[src/design/dds_tuning_word_sequencer_assert.svh]
// Assertion macros used by the back end of the tuning word sequencer RTL.
`ifndef DDS_TUNING_WORD_SEQUENCER_ASSERT_SVH
`define DDS_TUNING_WORD_SEQUENCER_ASSERT_SVH

`ifndef SYNTHESIS
`define DTWS_ASSERT_IMP(lbl, a, b) \
  lbl: assert property (@(posedge clk) disable iff (!rst_n) (a) |-> (b)) \
    else $error("dtws assertion failed");
`define DTWS_ASSERT_NXT(lbl, a, b) \
  lbl: assert property (@(posedge clk) disable iff (!rst_n) (a) |=> (b)) \
    else $error("dtws assertion failed");
`else
`define DTWS_ASSERT_IMP(lbl, a, b)
`define DTWS_ASSERT_NXT(lbl, a, b)
`endif

`endif

[src/design/dtws_pkg.sv]
// Shared constants and types of the tuning word sequencer.
`default_nettype none

package dtws_pkg;

  localparam int TUNING_BITS_DEF = 28;
  localparam int FREQ_W          = 32;
  localparam int CLK_W           = 28;
  localparam int WORD_W          = 16;
  localparam int HALF_W          = 14;
  localparam int QUEUE_DEPTH     = 2;

  localparam logic [CLK_W-1:0]  CLK_RESET_HZ    = 28'd25000000;
  localparam logic [WORD_W-1:0] CTRL_RESET_WORD = 16'h2100;
  localparam logic [WORD_W-1:0] CTRL_RUN_WORD   = 16'h2000;
  localparam logic [WORD_W-1:0] FREQ0_LOAD      = 16'h4000;

  // One queued request.
  typedef struct packed {
    logic              enable;
    logic [FREQ_W-1:0] freq;
  } req_t;

  // Status of the iterative divider.
  typedef struct packed {
    logic busy;
    logic done;
  } div_status_t;

endpackage

`default_nettype wire

[src/design/dtws_front.sv]
// Input side: accepts requests and holds them in a short queue for the back end.
`default_nettype none

module dtws_front
  import dtws_pkg::*;
(
  input  wire logic              clk,
  input  wire logic              rst_n,
  input  wire logic              in_tvalid,
  output logic                   in_tready,
  input  wire logic [FREQ_W-1:0] in_tdata,
  input  wire logic              in_tuser,
  output logic                   q_valid,
  output req_t                   q_data,
  input  wire logic              q_pop
);

  localparam int AW = (QUEUE_DEPTH > 1) ? $clog2(QUEUE_DEPTH) : 1;
  localparam int CW = $clog2(QUEUE_DEPTH + 1);

  req_t           mem_r [QUEUE_DEPTH];
  logic [AW-1:0]  wr_ptr_r, wr_ptr_nxt;
  logic [AW-1:0]  rd_ptr_r, rd_ptr_nxt;
  logic [CW-1:0]  count_r, count_nxt;
  logic           push;
  logic           pop;
  req_t           req;

  assign in_tready = (count_r != CW'(QUEUE_DEPTH));
  assign push      = in_tvalid && in_tready;
  assign q_valid   = (count_r != '0);
  assign pop       = q_pop && q_valid;
  assign q_data    = mem_r[rd_ptr_r];

  always_comb begin
    req.enable = in_tuser;
    req.freq   = in_tdata;
  end

  always_comb begin
    wr_ptr_nxt = wr_ptr_r;
    rd_ptr_nxt = rd_ptr_r;
    if (push) begin
      wr_ptr_nxt = (wr_ptr_r == AW'(QUEUE_DEPTH - 1)) ? '0 : wr_ptr_r + 1'b1;
    end
    if (pop) begin
      rd_ptr_nxt = (rd_ptr_r == AW'(QUEUE_DEPTH - 1)) ? '0 : rd_ptr_r + 1'b1;
    end
    count_nxt = count_r + CW'(push) - CW'(pop);
  end

  always_ff @(posedge clk) begin
    if (!rst_n) begin
      wr_ptr_r <= '0;
      rd_ptr_r <= '0;
      count_r  <= '0;
    end else begin
      wr_ptr_r <= wr_ptr_nxt;
      rd_ptr_r <= rd_ptr_nxt;
      count_r  <= count_nxt;
    end
  end

  always_ff @(posedge clk) begin
    if (push) begin
      mem_r[wr_ptr_r] <= req;
    end
  end

endmodule

`default_nettype wire

[src/design/dtws_div.sv]
// Restoring divider, one quotient bit per cycle, for the rounded tuning word.
`default_nettype none

module dtws_div
  import dtws_pkg::*;
#(
  parameter int TUNING_BITS = TUNING_BITS_DEF
) (
  input  wire logic                   clk,
  input  wire logic                   rst_n,
  input  wire logic                   start,
  input  wire logic [FREQ_W-1:0]      freq,
  input  wire logic [CLK_W-1:0]       clk_hz,
  output div_status_t                 status,
  output logic [TUNING_BITS-1:0]      quot
);

  localparam int NW = FREQ_W + TUNING_BITS + 1;
  localparam int CW = $clog2(NW + 1);

  logic [NW-1:0]          num_r;
  logic [CLK_W-1:0]       rem_r;
  logic [TUNING_BITS-1:0] quot_r;
  logic [CW-1:0]          cnt_r;
  logic                   busy_r;
  logic                   done_r;
  logic [NW-1:0]          num_init;
  logic [CLK_W:0]         rem2;
  logic [CLK_W:0]         diff;
  logic                   ge;

  // Rounding adds half the divisor before the divide.
  assign num_init = {1'b0, freq, {TUNING_BITS{1'b0}}} + NW'(clk_hz >> 1);
  assign rem2     = {rem_r, num_r[NW-1]};
  assign ge       = (rem2 >= {1'b0, clk_hz});
  assign diff     = rem2 - {1'b0, clk_hz};

  always_ff @(posedge clk) begin
    if (!rst_n) begin
      busy_r <= 1'b0;
      done_r <= 1'b0;
      cnt_r  <= '0;
    end else begin
      done_r <= 1'b0;
      if (start && !busy_r) begin
        busy_r <= 1'b1;
        cnt_r  <= CW'(NW);
      end else if (busy_r) begin
        cnt_r <= cnt_r - 1'b1;
        if (cnt_r == CW'(1)) begin
          busy_r <= 1'b0;
          done_r <= 1'b1;
        end
      end
    end
  end

  // A zero divisor makes every step subtract, so the quotient comes out all ones.
  always_ff @(posedge clk) begin
    if (start && !busy_r) begin
      num_r <= num_init;
      rem_r <= '0;
    end else if (busy_r) begin
      num_r  <= {num_r[NW-2:0], 1'b0};
      rem_r  <= ge ? diff[CLK_W-1:0] : rem2[CLK_W-1:0];
      quot_r <= {quot_r[TUNING_BITS-2:0], ge};
    end
  end

  assign status.busy = busy_r;
  assign status.done = done_r;
  assign quot        = quot_r;

endmodule

`default_nettype wire

[src/design/dtws_back.sv]
// Back end: runs the divide for each queued request and emits its four command words.
`default_nettype none

module dtws_back
  import dtws_pkg::*;
#(
  parameter int TUNING_BITS = TUNING_BITS_DEF
) (
  input  wire logic              clk,
  input  wire logic              rst_n,
  input  wire logic [CLK_W-1:0]  clk_hz,
  input  wire logic              q_valid,
  input  req_t                   q_data,
  output logic                   q_pop,
  output logic                   out_tvalid,
  input  wire logic              out_tready,
  output logic [WORD_W-1:0]      out_tdata,
  output logic                   out_tlast
);

`include "dds_tuning_word_sequencer_assert.svh"

  typedef enum logic [2:0] {
    ST_IDLE = 3'b001,
    ST_DIV  = 3'b010,
    ST_EMIT = 3'b100
  } state_t;

  state_t                 state_r, state_nxt;
  logic [1:0]             idx_r, idx_nxt;
  logic                   en_r;
  logic                   out_valid_r, out_valid_nxt;
  logic [WORD_W-1:0]      out_word_r;
  logic                   out_last_r;
  logic                   out_free;
  logic                   load;
  logic [WORD_W-1:0]      word;
  logic [31:0]            tw32;
  logic [TUNING_BITS-1:0] quot;
  div_status_t            div_st;

  dtws_div #(.TUNING_BITS(TUNING_BITS)) u_div (
    .clk    (clk),
    .rst_n  (rst_n),
    .start  (q_pop),
    .freq   (q_data.freq),
    .clk_hz (clk_hz),
    .status (div_st),
    .quot   (quot)
  );

  assign tw32     = 32'(quot);
  assign out_free = !out_valid_r || out_tready;
  assign q_pop    = (state_r == ST_IDLE) && q_valid;
  assign load     = (state_r == ST_EMIT) && out_free;

  always_comb begin
    case (idx_r)
      2'd0:    word = CTRL_RESET_WORD;
      2'd1:    word = FREQ0_LOAD | {2'b00, tw32[HALF_W-1:0]};
      2'd2:    word = FREQ0_LOAD | {2'b00, tw32[2*HALF_W-1:HALF_W]};
      default: word = en_r ? CTRL_RUN_WORD : CTRL_RESET_WORD;
    endcase
  end

  always_comb begin
    state_nxt     = state_r;
    idx_nxt       = idx_r;
    out_valid_nxt = out_valid_r;
    if (out_valid_r && out_tready) begin
      out_valid_nxt = 1'b0;
    end
    case (state_r)
      ST_IDLE: begin
        if (q_valid) begin
          state_nxt = ST_DIV;
        end
      end
      ST_DIV: begin
        if (div_st.done) begin
          state_nxt = ST_EMIT;
          idx_nxt   = 2'd0;
        end
      end
      ST_EMIT: begin
        if (load) begin
          out_valid_nxt = 1'b1;
          idx_nxt       = idx_r + 1'b1;
          if (idx_r == 2'd3) begin
            state_nxt = ST_IDLE;
          end
        end
      end
      default: begin
        state_nxt = ST_IDLE;
      end
    endcase
  end

  always_ff @(posedge clk) begin
    if (!rst_n) begin
      state_r     <= ST_IDLE;
      idx_r       <= 2'd0;
      out_valid_r <= 1'b0;
    end else begin
      state_r     <= state_nxt;
      idx_r       <= idx_nxt;
      out_valid_r <= out_valid_nxt;
    end
  end

  always_ff @(posedge clk) begin
    if (q_pop) begin
      en_r <= q_data.enable;
    end
    if (load) begin
      out_word_r <= word;
      out_last_r <= (idx_r == 2'd3);
    end
  end

  assign out_tvalid = out_valid_r;
  assign out_tdata  = out_word_r;
  assign out_tlast  = out_last_r;

  `DTWS_ASSERT_IMP(a_done_in_div, div_st.done, state_r == ST_DIV)
  `DTWS_ASSERT_NXT(a_done_to_emit, (state_r == ST_DIV) && div_st.done,
                   (state_r == ST_EMIT) && (idx_r == 2'd0))
  `DTWS_ASSERT_IMP(a_emit_div_idle, state_r == ST_EMIT, !div_st.busy)
  `DTWS_ASSERT_IMP(a_last_is_ctrl, out_valid_r && out_last_r,
                   (out_word_r == CTRL_RUN_WORD) || (out_word_r == CTRL_RESET_WORD))

endmodule

`default_nettype wire

[src/design/dds_tuning_word_sequencer.sv]
// Top level of the DDS tuning word sequencer: config register, request queue, back end.
//
// Usage:
// Each input item on in_* carries a frequency in hertz (in_tdata) and an enable
// flag (in_tuser). For every item the block sends four 16-bit command words on
// out_*: a reset control word, two frequency register loads with the low and
// high 14-bit halves of the rounded tuning word, and a run or reset control word
// chosen by the enable flag; out_tlast marks the fourth word.
// The master clock in hertz is written through the cfg_ APB port at address 0
// and should only be changed while no item is in flight.
// The tuning word comes from a restoring divider that produces one quotient
// bit per cycle over TUNING_BITS+33 steps; the four words follow once the
// divide is done. A two-entry queue takes new items while an earlier one is
// being worked on.
// Reset sets the master clock to 25 MHz and empties the queue and output stage;
// there is no clearing pass. When the receiver stalls, the held word stays on
// out_tdata and the sequencer waits; the queue then fills and in_tready drops.
`default_nettype none

module dds_tuning_word_sequencer
  import dtws_pkg::*;
#(
  parameter int TUNING_BITS = TUNING_BITS_DEF
) (
  input  wire logic              clk,
  input  wire logic              rst_n,
  input  wire logic              in_tvalid,
  output logic                   in_tready,
  input  wire logic [31:0]       in_tdata,    // [31:0] freq_hz
  input  wire logic              in_tuser,    // [0] enable
  output logic                   out_tvalid,
  input  wire logic              out_tready,
  output logic [15:0]            out_tdata,   // [15:0] command_word
  output logic                   out_tlast,
  input  wire logic              cfg_psel,
  input  wire logic              cfg_penable,
  input  wire logic              cfg_pwrite,
  input  wire logic [2:0]        cfg_paddr,
  input  wire logic [31:0]       cfg_pwdata,
  output logic [31:0]            cfg_prdata,
  output logic                   cfg_pready
);

  logic [CLK_W-1:0] clk_hz_r;
  logic             cfg_wr;
  logic             q_valid;
  logic             q_pop;
  req_t             q_data;

  assign cfg_pready = 1'b1;
  assign cfg_wr     = cfg_psel && cfg_penable && cfg_pwrite && cfg_pready
                      && (cfg_paddr[2] == 1'b0);
  assign cfg_prdata = (cfg_paddr[2] == 1'b0) ? 32'(clk_hz_r) : '0;

  always_ff @(posedge clk) begin
    if (!rst_n) begin
      clk_hz_r <= CLK_RESET_HZ;
    end else if (cfg_wr) begin
      clk_hz_r <= cfg_pwdata[CLK_W-1:0];
    end
  end

  dtws_front u_front (
    .clk       (clk),
    .rst_n     (rst_n),
    .in_tvalid (in_tvalid),
    .in_tready (in_tready),
    .in_tdata  (in_tdata),
    .in_tuser  (in_tuser),
    .q_valid   (q_valid),
    .q_data    (q_data),
    .q_pop     (q_pop)
  );

  dtws_back #(.TUNING_BITS(TUNING_BITS)) u_back (
    .clk        (clk),
    .rst_n      (rst_n),
    .clk_hz     (clk_hz_r),
    .q_valid    (q_valid),
    .q_data     (q_data),
    .q_pop      (q_pop),
    .out_tvalid (out_tvalid),
    .out_tready (out_tready),
    .out_tdata  (out_tdata),
    .out_tlast  (out_tlast)
  );

endmodule

`default_nettype wire

[config.mk]
export PLATFORM = sky130hd
export DESIGN_NAME = dds_tuning_word_sequencer
export DESIGN_NICKNAME = d
export VERILOG_FILES = /design/src/design/dtws_pkg.sv /design/src/design/dtws_front.sv /design/src/design/dtws_div.sv /design/src/design/dtws_back.sv /design/src/design/dds_tuning_word_sequencer.sv
export VERILOG_INCLUDE_DIRS = /design/src /design/src/design
export SDC_FILE = /design/constraint.sdc
export NUM_CORES = 1
export LEC_CHECK = 0
export ABC_CLOCK_PERIOD_IN_PS = 7600
export BUFFER_PORTS_ARGS = -buffer_cell sky130_fd_sc_hd__buf_2
export CORE_MARGIN = 3
export CORE_UTILIZATION = 35
export DETAILED_ROUTE_END_ITERATION = 6
export SLEW_MARGIN = 30
export SYNTH_ARGS = -nofsm -noshare
export SYNTH_HDL_FRONTEND = slang
export SYNTH_SLANG_ARGS = --single-unit
[constraint.sdc]
create_clock -name clk -period 7.6 [get_ports clk]
set_clock_uncertainty 0.05 [all_clocks]
set_input_delay 1.14 -clock clk [delete_from_list [all_inputs] [get_ports clk]]
set_output_delay 1.14 -clock clk [all_outputs]
set_load 0.1 [all_outputs]
==> flow_summary.ini, run 1 <==
[sta]
final_max_slew_viol_count = 0
fin_crit_sh = 0.469
hold_violations = 0
grt_setup_unrepaired = false
worst_pin_slew_ns = 0.880
min_period_ns = 3.57
setup_violations = 0
fin_tns_setup_ns = 0
fmax_ghz = 0.280
timing.slew.headroom = 0.413

[worst_hold_path]
hold_path_class = flip-flop to flip-flop
whs_path_depth = 0

[routing]
viasPerCell = 5.08
detail_route.wl_per_cell_um = 16.5
drtAntennaViolNets = 0
num_vias = 7582
drc = 0
drt-initial-drc-count = 362
drt_pre_antenna_iters = 4
wirelength_um = 24600

[synthesis]
synthXorXnorAreaFrac = 0.0211
syn_area_per_cell_um2 = 11.4
synth_edf_count = 172
synth_seq_area_share = 0.596
syn_area_um2 = 11200
synth_top_family_by_area = compound AO/OA/AOI/OAI gates
ys_types = 67
synth_fa_ha_area_frac = 0.0421
netlist.area_leader.share = 0.462
yosysWarnings = 0
post_synth_and_or_nand_nor_area_fraction = 0.105
synthMuxAreaShare = 0.0657
ys_seq_elements = 247
synth_area_leaders = edfxtp_1 (46%), dfxtp_1 (13%), ha_1 (4.0%)
synth_compound_area_frac = 0.129
ys.flop_type = edfxtp_1
synthCells = 979
yosys.area.top_type = edfxtp_1
synthArstFlopShare = 0

[place]
placed_area_um2 = 12100
place_hpwl_um = 16500
gp_congestion = 0.856
io_buffer_count = 114

[cells_and_area]
synthToLayoutAreaGrowth_pct = 15.7
stdcell_area_um2 = 12900
drive_above_1_share = 0.187
fillers = 3023
nets = 1187

[critical_path]
worstPathMaxFanout = 23
startpoint_type = flip-flop
cp.arrival_ns = 3.90
crit_type = flip-flop to flip-flop
cp-end-kind = flip-flop
reg2reg_depth = 11
cp.required_ns = 7.93

[power]
p_sw_w = 0.00152
peakVddDrop_uv = 218
comb_power_share = 0.282
swShare = 0.325
p_leak_nw = 4.85
pwr-share-seq = 0.454
p_clk_frac = 0.264
powerDensity_nw_per_um2 = 363
p_int_w = 0.00317

[clock_tree]
clk_pin_slew_worst_paths_ns = 0.06
ctsRootBufferMaster = clkbuf_16
cts_resized = 0
cts_hold_buffers = 0
cts_tree = yes
cts_setup_buffers = 0
numCtsBuffers = 27
cts_sinks = 247
clk_latency_ns = 0.54
h-tree-depth = 1
clockBufferDepth = 3

[floorplanning]
num_rows = 64
die-area_um2 = 34100
num_io_pins = 127
start_util = 0.360
fp.coreArea_um2 = 31100
die_h_um = 185
die_w_um = 185

[grt]
overflow = 0
grt_first_pass_wirelength_um = 39000
groute.usage.overall = 0.141
grt_pass1_vias = 7392
antenna_found_initial = 1
grt_max_degree = 81

[status]
outcome = finished clean

[flow_run]
cap_violations = 0
## layout by cell type, fill, tap and decap left out, types with 8 or more instances in the layout
cell	Yosys	routed
mux2_2	27	27
nor3_1	11	11
dfxtp_1	75	73
xnor2_1	16	16
a21o_1	12	12
a22oi_1	12	12
ha_1	36	36
buf_2	6	114
inv_1	45	43
edfxtp_1	172	172
o21ai_0	27	27
nor2b_1	8	8
a21oi_1	89	89
xor2_1	11	11
o211ai_1	15	15
mux2i_1	43	43
nor2_1	111	109
clkbuf_16	0	27
nand2_1	99	99
## power groups by stage
stage | clock network [W] | registers, W | logic (W)
floorplan | 0 | 0.00209 | 0.00105
global placement | 0 | 0.00214 | 0.00132
detailed placement | 0 | 0.00215 | 0.00135
CTS | 0.00128 | 0.00213 | 0.00135
global route | 0.00134 | 0.00217 | 0.00149
finish | 0.00124 | 0.00213 | 0.00132
## registers in the layout, indices dropped and copies added (netlist names), named ones only
signal,count
u_front.mem_r,66
u_back.u_div.num_r,61
clk_hz_r,28
u_back.u_div.quot,28
u_back.u_div.rem_r,28
u_back.out_tdata,15
u_back.u_div.cnt_r,6
u_back.state_r,3
u_back.idx_r,2
u_front.count_r,2
u_back.en_r,1
u_back.out_tlast,1
u_back.out_tvalid,1
u_back.u_div.busy_r,1
u_back.u_div.done_r,1
u_front.rd_ptr_r,1
u_front.wr_ptr_r,1
## through the flow
step	utilization	hold WS, ns	setup slack, ns	total power (W)	std cells
after global placement	0.388	0.381	3.72	0.00346	1440
after global routing	0.417	0.408	3.82	0.00500	1493
final	0.417	0.398	4.03	0.00469	1493
after detailed placement	0.389	0.386	3.63	0.00350	1442
after floorplan	-	0.377	3.62	0.00314	983
after CTS	0.416	0.402	3.57	0.00476	1492
## final timing paths
path                          from                     end  slack [ns]
max reg2reg            clk_hz_r[3]  u_back.u_div.rem_r[19]        4.03
max                    clk_hz_r[3]  u_back.u_div.rem_r[19]        4.03
min reg2reg  u_back.u_div.quot[11]   u_back.u_div.quot[12]        0.40
min          u_back.u_div.quot[11]   u_back.u_div.quot[12]        0.40
## Yosys cell counts (3+ instances only)
master,count
o22ai_1,6
a21oi_1,89
nand3_1,7
xor2_1,11
inv_1,45
a32oi_1,6
buf_1,4
o32ai_1,4
clkbuf_1,40
xnor2_1,16
or3_1,3
a22oi_1,12
edfxtp_1,172
mux2_2,27
a31oi_1,4
nor2_1,111
o211ai_1,15
a21o_1,12
o21ai_1,4
nand3b_1,3
buf_2,6
nor2b_1,8
nand2_1,99
ha_1,36
o21a_1,7
buf_6,3
o21ai_0,27
nor3_1,11
nor3b_1,3
a2111oi_0,3
and3_1,4
nand2b_1,7
mux2i_1,43
dfxtp_1,75
a211oi_1,7
nand4_1,7
buf_4,7
## kinds of logic (layout without fill, tap and decap cells)
| logic type | count (synthesis) | after routing |
|---|---|---|
| and+or+nand+nor | 271 | 271 |
| DFF | 247 | 247 |
| AOI/OAI and AO/OA | 219 | 219 |
| buffers and inverters | 106 | 219 |
| muxes | 70 | 70 |
| adders and majority gates | 37 | 37 |
| xor gates and xnor gates | 27 | 27 |
| other | 2 | 7 |
## layout make-up
type | instances | area, um2 | area share
Tap cell | 396 | 495 | 0.0383
Inverter | 46 | 173 | 0.0133
Sequential cell | 247 | 6670 | 0.516
Clock inverter | 16 | 134 | 0.0103
Antenna cell | 1 | 2.50 | 0.000193
Clock buffer | 34 | 702 | 0.0542
Timing Repair Buffer | 123 | 662 | 0.0511
Multi-Input combinational cell | 630 | 4100 | 0.317
## worst max-delay path, cell delays in order, from the launching register on
cell and delay, ns:
dfxtp_1 0.34, inv_1 0.08, ha_1 0.37, a21o_1 0.21, a21oi_2 0.20, a21oi_4 0.10
o311ai_4 0.37, a31oi_4 0.20, o21bai_4 0.54, inv_2 0.42, nand2_1 0.37, o21ai_0 0.15
## routing by layer
layer | track usage | vias to the layer above | wire length [um]
li1 | - | 3725 | -
met1 | 0.196 | 3640 | 11700
met2 | 0.228 | 179 | 11100
met3 | 0.0251 | 38 | 1110
met4 | 0.0384 | 0 | 605
met5 | 0 | - | 0
Note: power is estimated with default switching activity, not from simulation.
==> run 2: changes to the inputs <==
- ABC_CLOCK_PERIOD_IN_PS: 7600 -> 2900
- clock period: 7.6 -> 2.9 ns (I/O delays scaled with it)
==> run 2 against run 1 <==
Compared with the run above: wire length is essentially flat; fmax is 28% higher; global-route usage is essentially flat; largest power group unchanged.
==> flow_summary.ini, run 2 (synthesis results as in run 1) <==
[status]
outcome = finished clean

[clock_tree]
clk_pin_slew_worst_paths_ns = 0.06
h-tree-depth = 1
cts_setup_buffers = 0
cts_tree = yes
ctsRootBufferMaster = clkbuf_16
cts_sinks = 247
clk_latency_ns = 0.53
clockBufferDepth = 3
numCtsBuffers = 27

[cells_and_area]
largest_reg_flops = 66
final_common_cell = edfxtp_1
largest_registers = u_front.mem_r (66), u_back.u_div.num_r (61)
drive_above_1_share = 0.214
layout_common_cells = edfxtp_1 (172), buf_2 (114), nor2_1 (109)
synthToLayoutAreaGrowth_pct = 18.4
nets = 1217
multi_input_area_um2 = 4140
regArea_um2 = 6670
fillers = 2972
regMostFlops = u_front.mem_r
antenna_cells = 0

[worst_hold_path]
whs_path_depth = 1
hold_path_class = input pin to flip-flop
hp-start = in_tdata[26]

[critical_path]
crit_start = clk_hz_r[8]
r2r-start = clk_hz_r[8]
cp-end-kind = flip-flop
cp.required_ns = 3.25
reg2reg_depth = 9
worstPathMaxFanout = 6
startpoint_type = flip-flop
cp.arrival_ns = 3.13
crit_type = flip-flop to flip-flop

[floorplanning]
fp.coreArea_um2 = 31100
die_w_um = 185
start_util = 0.360
num_io_pins = 127
die_h_um = 185
die-area_um2 = 34100
num_rows = 64

[sta]
hold_violations = 0
timing.slew.headroom = 0.574
worst_pin_slew_ns = 0.638
fin_crit_sh = 0.960
setup_violations = 0
min_period_ns = 2.78
fmax_ghz = 0.359
final_max_slew_viol_count = 0
hold_slack_ns = 0.0421

[flow_run]
cap_violations = 0

[routing]
num_vias = 7545
viasPerCell = 4.96
wirelength_um = 24600
detail_route.wl_per_cell_um = 16.2
drt-initial-drc-count = 395
drc = 0
drtAntennaViolNets = 0
drt_pre_antenna_iters = 5

[power]
p_leak_nw = 5.01
power.total_w = 0.0126
peakVddDrop_uv = 658
powerDensity_nw_per_um2 = 950

[place]
place_hpwl_um = 16600
io_buffer_count = 114
gp_congestion = 0.871

[grt]
overflow = 0
grt_pass1_vias = 7220
groute.usage.overall = 0.141
grt_max_degree = 56
grt_first_pass_wirelength_um = 38700
antenna_found_initial = 0
==> run 2: changes by cell type in the layout (fill, tap and decap cells not counted), sizes merged <==
cell	delta
buf	+30
clkinv	-5
clkbuf	+3
clkinvlp	+2
diode	-1
inv	-1
==> run 2: power breakdown <==
part / leakage (nW) / switching, W / internal (W) / total [W]
registers: 2.22 / 0.000450 / 0.00513 / 0.00558
logic: 2.38 / 0.00223 / 0.00146 / 0.00369
clock network: 0.408 / 0.00137 / 0.00194 / 0.00331
==> run 2: stage by stage <==
| step | area, um2 | instances | setup TNS, ns | setup slack [ns] | util |
|---|---|---|---|---|---|
| final | 13200 | 1521 | 0 | 0.117 | 0.426 |
| after global routing | 13200 | 1521 | -0.00267 | -0.00267 | 0.426 |
| after CTS | 13200 | 1521 | 0 | 0.00875 | 0.425 |
| after detailed placement | 12300 | 1472 | 0 | 0.0131 | 0.397 |
| after global placement | 12300 | 1472 | -0.0264 | -0.0264 | 0.397 |
| after floorplan | 11200 | 983 | 0 | 0.217 | - |
==> run 2: path summary, 6_finish.rpt <==
path	end	slack [ns]
setup reg to reg	u_back.u_div.rem_r[23]	0.12
setup / recovery	u_back.u_div.rem_r[23]	0.12
hold reg to reg	u_back.u_div.quot[25]	0.40
hold / removal	u_front.mem_r[1][26]	0.04
==> run 2: metal layers <==
metal | global-route usage | part of all wire | vias to the layer above
met1 | 0.207 | 0.49 | 3527
met4 | 0.0426 | 0.033 | 0
met2 | 0.216 | 0.43 | 183
met3 | 0.0233 | 0.050 | 49
li1 | - | - | 3786
met5 | 0 | 0 | -
==> run 2: layout make-up <==
class                      instances  area share
clock buffer                      37      0.0554
clock inverter                    12     0.00897
inverter                          46      0.0130
multi-input combinational        630       0.312
sequential                       247       0.503
tap                              396      0.0374
timing repair buffer             153      0.0692
==> run 2: critical path, cell delays in order, from the launching register on <==
cell	delay (ns)
dfxtp_1	0.34
inv_1	0.10
ha_1	0.39
a21o_1	0.26
or3_1	0.37
o21ai_0	0.29
o311ai_1	0.22
a311oi_1	0.36
xor2_1	0.18
o21ai_0	0.09
==> run 2: timing repair <==
action                     4_1_cts  5_1_grt
setup endpoints to repair        0       12
hold buffers                     0        0
gates resized for setup          0       12
